**src/sv/sqv_pkg.sv**
```systemverilog
package sqv_pkg;

    localparam int POS_W       = 24;
    localparam int CFG_INDEX_W = 2;

    // configuration register indexes
    localparam logic [CFG_INDEX_W-1:0] CFG_TINT     = 2'd0;
    localparam logic [CFG_INDEX_W-1:0] CFG_DEF_AMP  = 2'd1;
    localparam logic [CFG_INDEX_W-1:0] CFG_DEF_FREQ = 2'd2;

    localparam logic [31:0] WHITE_RGBA = 32'hFFFF_FFFF;

    typedef struct packed {
        logic        [31:0] tint;
        logic signed [15:0] def_amp;
        logic signed [15:0] def_freq;
    } cfg_t;

    // sprite command as held in the input register
    typedef struct packed {
        logic signed [POS_W-1:0] pos_x;
        logic signed [POS_W-1:0] pos_y;
        logic signed [POS_W-1:0] size_x;
        logic signed [POS_W-1:0] size_y;
        logic        [15:0]      rotation_angle;
        logic        [31:0]      uv_min;
        logic        [31:0]      uv_max;
        logic        [31:0]      color_rgba;
        logic signed [15:0]      layer;
        logic signed [15:0]      pulse_amplitude;
        logic signed [15:0]      pulse_frequency;
        logic                    has_material;
    } cmd_t;

    // per-quad values shared by all four corners
    typedef struct packed {
        logic signed [POS_W-1:0] px;
        logic signed [POS_W-1:0] py;
        logic signed [POS_W-1:0] sx;
        logic signed [POS_W-1:0] sy;
        logic signed [POS_W+1:0] cx2;
        logic signed [POS_W+1:0] cy2;
        logic signed [40:0]      sx_cos;
        logic signed [40:0]      sx_sin;
        logic signed [40:0]      sy_cos;
        logic signed [40:0]      sy_sin;
        logic                    rotate;
        logic        [15:0]      umin;
        logic        [15:0]      umax;
        logic        [15:0]      vmin;
        logic        [15:0]      vmax;
        logic signed [15:0]      z;
        logic        [31:0]      rgba;
        logic        [14:0]      amp;
        logic        [14:0]      freq;
    } quad_t;

    typedef struct packed {
        logic signed [POS_W-1:0] vertex_x;
        logic signed [POS_W-1:0] vertex_y;
        logic signed [15:0]      vertex_z;
        logic        [31:0]      tinted_rgba;
        logic        [15:0]      tex_u;
        logic        [15:0]      tex_v;
        logic        [14:0]      amplitude_out;
        logic        [14:0]      frequency_out;
        logic                    last_vertex;
    } vertex_t;

endpackage

```
**src/sv/sqv_corner_emit.sv**
```systemverilog
module sqv_corner_emit (
    input  logic             aclk,
    input  logic             aresetn,
    input  logic             quad_valid,
    output logic             quad_ready,
    input  sqv_pkg::quad_t   quad,
    output logic             m_valid,
    input  logic             m_ready,
    output sqv_pkg::vertex_t vertex
);

    localparam logic [1:0] CORNER_BL = 2'd0;
    localparam logic [1:0] CORNER_TL = 2'd3;

    function automatic logic signed [23:0] sat_pos(input logic signed [43:0] v);
        if (v > 44'sd8388607) begin
            return 24'sh7F_FFFF;
        end else if (v < -44'sd8388608) begin
            return 24'sh80_0000;
        end else begin
            return v[23:0];
        end
    endfunction

    logic             m_valid_reg;
    logic [1:0]       corner_reg;
    logic [1:0]       corner_next;
    sqv_pkg::vertex_t vertex_reg;
    sqv_pkg::vertex_t vertex_next;
    logic             out_free;
    logic             fire;
    logic             right;
    logic             bottom;
    logic signed [43:0] nx;
    logic signed [43:0] ny;
    logic signed [43:0] ex;
    logic signed [43:0] ey;

    assign out_free    = !m_valid_reg || m_ready;
    assign fire        = quad_valid && out_free;
    assign quad_ready  = out_free && (corner_reg == CORNER_TL);
    assign corner_next = corner_reg + 2'd1;

    always_comb begin
        // BL, BR, TR, TL
        right  = corner_reg[0] ^ corner_reg[1];
        bottom = !corner_reg[1];

        nx = (44'(quad.cx2) <<< 15)
           + (right  ? 44'(quad.sx_cos) : -44'(quad.sx_cos))
           - (bottom ? 44'(quad.sy_sin) : -44'(quad.sy_sin))
           + 44'sd32768;
        ny = (44'(quad.cy2) <<< 15)
           + (right  ? 44'(quad.sx_sin) : -44'(quad.sx_sin))
           + (bottom ? 44'(quad.sy_cos) : -44'(quad.sy_cos))
           + 44'sd32768;
        ex = right  ? 44'(quad.px) + 44'(quad.sx) : 44'(quad.px);
        ey = bottom ? 44'(quad.py) + 44'(quad.sy) : 44'(quad.py);

        if (quad.rotate) begin
            vertex_next.vertex_x = sat_pos(nx >>> 16);
            vertex_next.vertex_y = sat_pos(ny >>> 16);
        end else begin
            vertex_next.vertex_x = sat_pos(ex);
            vertex_next.vertex_y = sat_pos(ey);
        end
        vertex_next.vertex_z      = quad.z;
        vertex_next.tinted_rgba   = quad.rgba;
        vertex_next.tex_u         = right  ? quad.umax : quad.umin;
        vertex_next.tex_v         = bottom ? quad.vmax : quad.vmin;
        vertex_next.amplitude_out = quad.amp;
        vertex_next.frequency_out = quad.freq;
        vertex_next.last_vertex   = corner_reg == CORNER_TL;
    end

    always_ff @(posedge aclk) begin
        if (!aresetn) begin
            m_valid_reg <= 1'b0;
            corner_reg  <= CORNER_BL;
        end else begin
            if (out_free) begin
                m_valid_reg <= quad_valid;
            end
            if (fire) begin
                corner_reg <= corner_next;
            end
        end
    end

    always_ff @(posedge aclk) begin
        if (fire) begin
            vertex_reg <= vertex_next;
        end
    end

    assign m_valid = m_valid_reg;
    assign vertex  = vertex_reg;

    a_last_flag: assert property (@(posedge aclk) disable iff (!aresetn)
        fire && corner_reg == CORNER_TL |=> m_valid_reg && vertex_reg.last_vertex)
        else $error("fourth corner word not marked last");

    a_quad_kept: assert property (@(posedge aclk) disable iff (!aresetn)
        fire && corner_reg != CORNER_TL |=> quad_valid)
        else $error("quad released before its fourth corner");

endmodule

```
**config.mk**
```make
export PLATFORM = sky130hd
export DESIGN_NAME = sqv_corner_emit
export DESIGN_NICKNAME = d
export VERILOG_FILES = /design/src/sv/sqv_pkg.sv /design/src/sv/sqv_corner_emit.sv
export SDC_FILE = /design/constraint.sdc
export NUM_CORES = 1
export LEC_CHECK = 0
export BUFFER_PORTS_ARGS = -buffer_cell sky130_fd_sc_hd__buf_2
export CAP_MARGIN = 25
export CELL_PAD_IN_SITES_DETAIL_PLACEMENT = 1
export CELL_PAD_IN_SITES_GLOBAL_PLACEMENT = 1
export CORE_AREA = 2 2 243 245
export DETAILED_ROUTE_END_ITERATION = 10
export DIE_AREA = 0 0 245 247
export GPL_ROUTABILITY_DRIVEN = 0
export GPL_TIMING_DRIVEN = 0
export PLACE_DENSITY = 0.82
export SYNTH_ARGS = -nofsm -noshare
export SYNTH_HDL_FRONTEND = slang
export SYNTH_SLANG_ARGS = --single-unit
export TNS_END_PERCENT = 10
```
**constraint.sdc**
```tcl
create_clock -name aclk -period 12.25 [get_ports aclk]
set_input_delay 1.225 -clock aclk [delete_from_list [all_inputs] [get_ports aclk]]
set_output_delay 1.225 -clock aclk [all_outputs]
set_load 0.01 [all_outputs]
```
==> metrics.csv <==
metric;value;unit
result_of_the_run;finished clean;
max-vdd-ir-drop;0.121;mV
critical_path_required;12.46;ns
area_growth_syn_to_layout;26.0;%
worstPathCellList;buf_2 > or4_1 > nor4_1 > nand2b_1 > or2_1 > or3_1 > or3_1 > o41ai_1 > xnor2_1 > fa_1 > ha_1 > ha_1 > a21o_1 > a21o_1 > a221oi_1 > a2bb2oi_1 > a41oi_1 > or3_1 > nand2_1 > o21a_1 > buf_1 > a32oi_1;
grt_pass1_vias;19900;
syn_area;19000;um2
path_max_fanout;10;
timing.critical_path.slowest_stage_cell;sky130_fd_sc_hd__nor4_1;
drt-total-wl;88500;um
die-area;60500;um2
synth_fp_nets;2842;
drc_violation_count_after_routing;0;
clk_root_buffer_cell;sky130_fd_sc_hd__clkbuf_16;
cts-htree-levels;4;
drt_first_iter_violations;1232;
crit_type;in -> reg;
ys_top_cells_by_area;sky130_fd_sc_hd__edfxtp_1 (25%), sky130_fd_sc_hd__ha_1 (16%), sky130_fd_sc_hd__xnor2_1 (7.5%);
finalSetupViolations;0;
power;4660;uW
layout_cell_share_with_drive_strength_beyond_1;0.281;
yosys_most_used_dff;sky130_fd_sc_hd__edfxtp_1;
final_area;24000;um2
crit_path_start_kind;input pin;
power.static_leakage;0.0106;uW
cp_endpoint_kind;register;
setup_slack;3.77;ns
count_of_pins_over_their_slew_limit;0;
floorplan.core_area;58200;um2
comb_power_share;0.701;
final_nets;3490;
cts.hold.buffers_added;0;
cts_max_path_buffers;2;
cts.sink_count;162;
maxCapViolCount;0;
p_switching;2340;uW
cellPowerDensity;195;nW/um2
timing.critical_path.slowest_cell_delay;0.76;ns
timing_worst_slew_pin_value;1.10;ns
shortest_clock_period_the_worst_path_allows_after_layout;8.48;ns
sequentialPowerShare;0.174;
dieHeight;247;um
finClkSkew;0.0204;ns
netlist_instances;2082;
cts_tree;built;
regToRegSetupSlack;4.25;ns
initial_antenna_violation_count;40;
start_util;0.326;
switching_share;0.501;
largest_net_degree_at_the_start_of_global_routing;95;
yosysWarningCount;0;
synth_seq_cells;162;
avg_synthesized_cell_area;9.13;um2
post-place-ws;3.53;ns
max_freq;118;MHz
path_delay_family;simple AND/OR/NAND/NOR gates;
setup_repair_after_global_routing_missed_its_margin;false;
synth_top_area_cell;sky130_fd_sc_hd__edfxtp_1;
viasPerCell;5.58;
hp-class;reg -> reg;
numPortBuffers;618;
numCtsBuffers;17;
power.share.clock;0.125;
final-hold-violation-count;0;
die_w;245;um
std_cell_rows;89;
drt_pass1_iterations;5;
yosysSeqAreaShare;0.254;
synth-edff-count;159;
dp_hpwl;75200;um
detailroute.via_count;19800;
io_pins;620;
clk-insertion-delay-late;0.51;ns
critical_path.most_common_cell;sky130_fd_sc_hd__or3_1;
max-slew-margin-rel;0.266;
yosysUniqueCellTypes;74;
timing.final.crit_share;0.692;
ys_async_sr_fraction;0;
post_cts.resized_instances;0;
yosysTopAreaCellShare;0.251;
cts_post_setup_buffers_inserted;0;
wire_per_inst;25.0;um
grt_util_all_layers;0.286;
first_pass_grt_wire_length;128000;um
path_clk_slew;0.08;ns
whs;0.547;ns
largest_reg_flops;159;
critPathArrivalTime;8.69;ns
critical_path_buf_inv_count;2;
final.setup.tns;0;ns
grt_overflow_total;0;
placedInstanceArea;23200;um2
route.antenna.remaining_nets;0;
intPower;2330;uW
logic make-up (layout without fill, tap and decap cells):
| kind of cell | Yosys count | after routing | share of synthesized area |
|---|---|---|---|
| xor+xnor | 254 | 254 | 0.118 |
| flops | 162 | 162 | 0.254 |
| simple gates | 565 | 565 | 0.146 |
| compound gates | 541 | 541 | 0.185 |
| other cells | 0 | 29 | 0 |
| mux | 55 | 55 | 0.0323 |
| fa+ha+maj | 301 | 301 | 0.221 |
| buf+inv | 204 | 865 | 0.0425 |
power groups by stage:
stage | clock (uW) | combinational (uW) | sequential (uW)
floorplan | 0 | 2180 | 869
global placement | 0 | 3090 | 827
detailed placement | 0 | 3190 | 823
CTS | 594 | 3220 | 812
global route | 609 | 3600 | 818
finish | 584 | 3270 | 812
layer usage:
metal	part of all wire	wire (um)	vias to the layer above	global-route usage
met4	0.031	2720	16	0.105
met3	0.095	8420	155	0.0784
met5	0.0012	107	-	0
met1	0.42	37000	9727	0.374
met2	0.46	40300	864	0.450
li1	-	-	9007	-
metrics by stage:
stage	util	std cells
final	0.411	3545
after global routing	0.411	3541
after CTS	0.409	3513
after detailed placement	0.398	3481
after floorplan	-	2082
after global placement	0.396	3473
worst paths after layout:
path,start,end,cells past startpoint
max,quad[197],vertex[128]$_DFFE_PP_,22
min reg2reg,m_valid$_SDFFE_PN0N_,m_valid$_SDFFE_PN0N_,2
min,m_valid$_SDFFE_PN0N_,m_valid$_SDFFE_PN0N_,2
max reg2reg,corner_reg[1]$_SDFFE_PN0P_,vertex[142]$_DFFE_PP_,22
worst register-to-register path: stages (launching register included):
cell and delay [ns]:
sky130_fd_sc_hd__dfxtp_1 0.34, sky130_fd_sc_hd__ha_1 0.27, sky130_fd_sc_hd__clkbuf_1 0.53, sky130_fd_sc_hd__buf_1 0.57
sky130_fd_sc_hd__clkbuf_1 0.28, sky130_fd_sc_hd__buf_8 0.21, sky130_fd_sc_hd__clkbuf_1 0.79, sky130_fd_sc_hd__nor2_1 0.16
sky130_fd_sc_hd__xnor2_1 0.18, sky130_fd_sc_hd__fa_1 0.51, sky130_fd_sc_hd__inv_1 0.05, sky130_fd_sc_hd__ha_1 0.29
sky130_fd_sc_hd__ha_1 0.27, sky130_fd_sc_hd__clkbuf_1 0.31, sky130_fd_sc_hd__nand4_1 0.19, sky130_fd_sc_hd__or2_1 0.33
sky130_fd_sc_hd__or4b_1 0.53, sky130_fd_sc_hd__o311ai_0 0.53, sky130_fd_sc_hd__xnor2_1 0.20, sky130_fd_sc_hd__o41ai_2 0.85
sky130_fd_sc_hd__buf_6 0.24, sky130_fd_sc_hd__nand2_1 0.09, sky130_fd_sc_hd__a21oi_2 0.15
cell usage after synthesis (21+ instances only):
| library cell | instances |
|---|---|
| sky130_fd_sc_hd__xor2_1 | 90 |
| sky130_fd_sc_hd__a21oi_2 | 21 |
| sky130_fd_sc_hd__nand2_1 | 187 |
| sky130_fd_sc_hd__a31oi_1 | 27 |
| sky130_fd_sc_hd__edfxtp_1 | 159 |
| sky130_fd_sc_hd__a21o_1 | 37 |
| sky130_fd_sc_hd__ha_1 | 243 |
| sky130_fd_sc_hd__nor2_1 | 104 |
| sky130_fd_sc_hd__clkbuf_1 | 49 |
| sky130_fd_sc_hd__o21ai_0 | 92 |
| sky130_fd_sc_hd__mux2_2 | 51 |
| sky130_fd_sc_hd__or3_1 | 26 |
| sky130_fd_sc_hd__fa_1 | 58 |
| sky130_fd_sc_hd__a21oi_1 | 176 |
| sky130_fd_sc_hd__inv_1 | 138 |
| sky130_fd_sc_hd__o31ai_1 | 32 |
| sky130_fd_sc_hd__nor3_1 | 52 |
| sky130_fd_sc_hd__nand3_1 | 49 |
| sky130_fd_sc_hd__xnor2_1 | 162 |
| sky130_fd_sc_hd__a32oi_1 | 23 |
area by class of cell:
| cell class | count | area, um2 |
|---|---|---|
| clock inverter | 15 | 204 |
| tap | 773 | 967 |
| multi-input combinational | 1716 | 13400 |
| antenna | 29 | 72.6 |
| sequential | 162 | 4830 |
| buffer | 66 | 290 |
| timing repair buffer | 629 | 3270 |
| fill | 7097 | 34300 |
| inverter | 138 | 526 |
| clock buffer | 17 | 425 |
cell usage in the layout, fill, tap and decap left out, drive strengths merged, types with 13 or more instances in the layout:
| master | count |
|---|---|
| a211oi | 13 |
| a21o | 37 |
| a21oi | 197 |
| a31oi | 27 |
| a32oi | 23 |
| and2 | 13 |
| and3 | 13 |
| buf | 646 |
| clkbuf | 66 |
| diode | 29 |
| edfxtp | 159 |
| fa | 58 |
| ha | 243 |
| inv | 145 |
| mux2 | 51 |
| nand2 | 190 |
| nand2b | 18 |
| nand3 | 49 |
| nand4 | 19 |
| nor2 | 104 |
| nor2b | 14 |
| nor3 | 53 |
| nor4 | 19 |
| o211ai | 15 |
| o21a | 17 |
| o21ai | 92 |
| o31ai | 32 |
| o41ai | 14 |
| or3 | 26 |
| or4 | 15 |
| xnor2 | 162 |
| xor2 | 90 |
(Power assumes the default switching activity.)
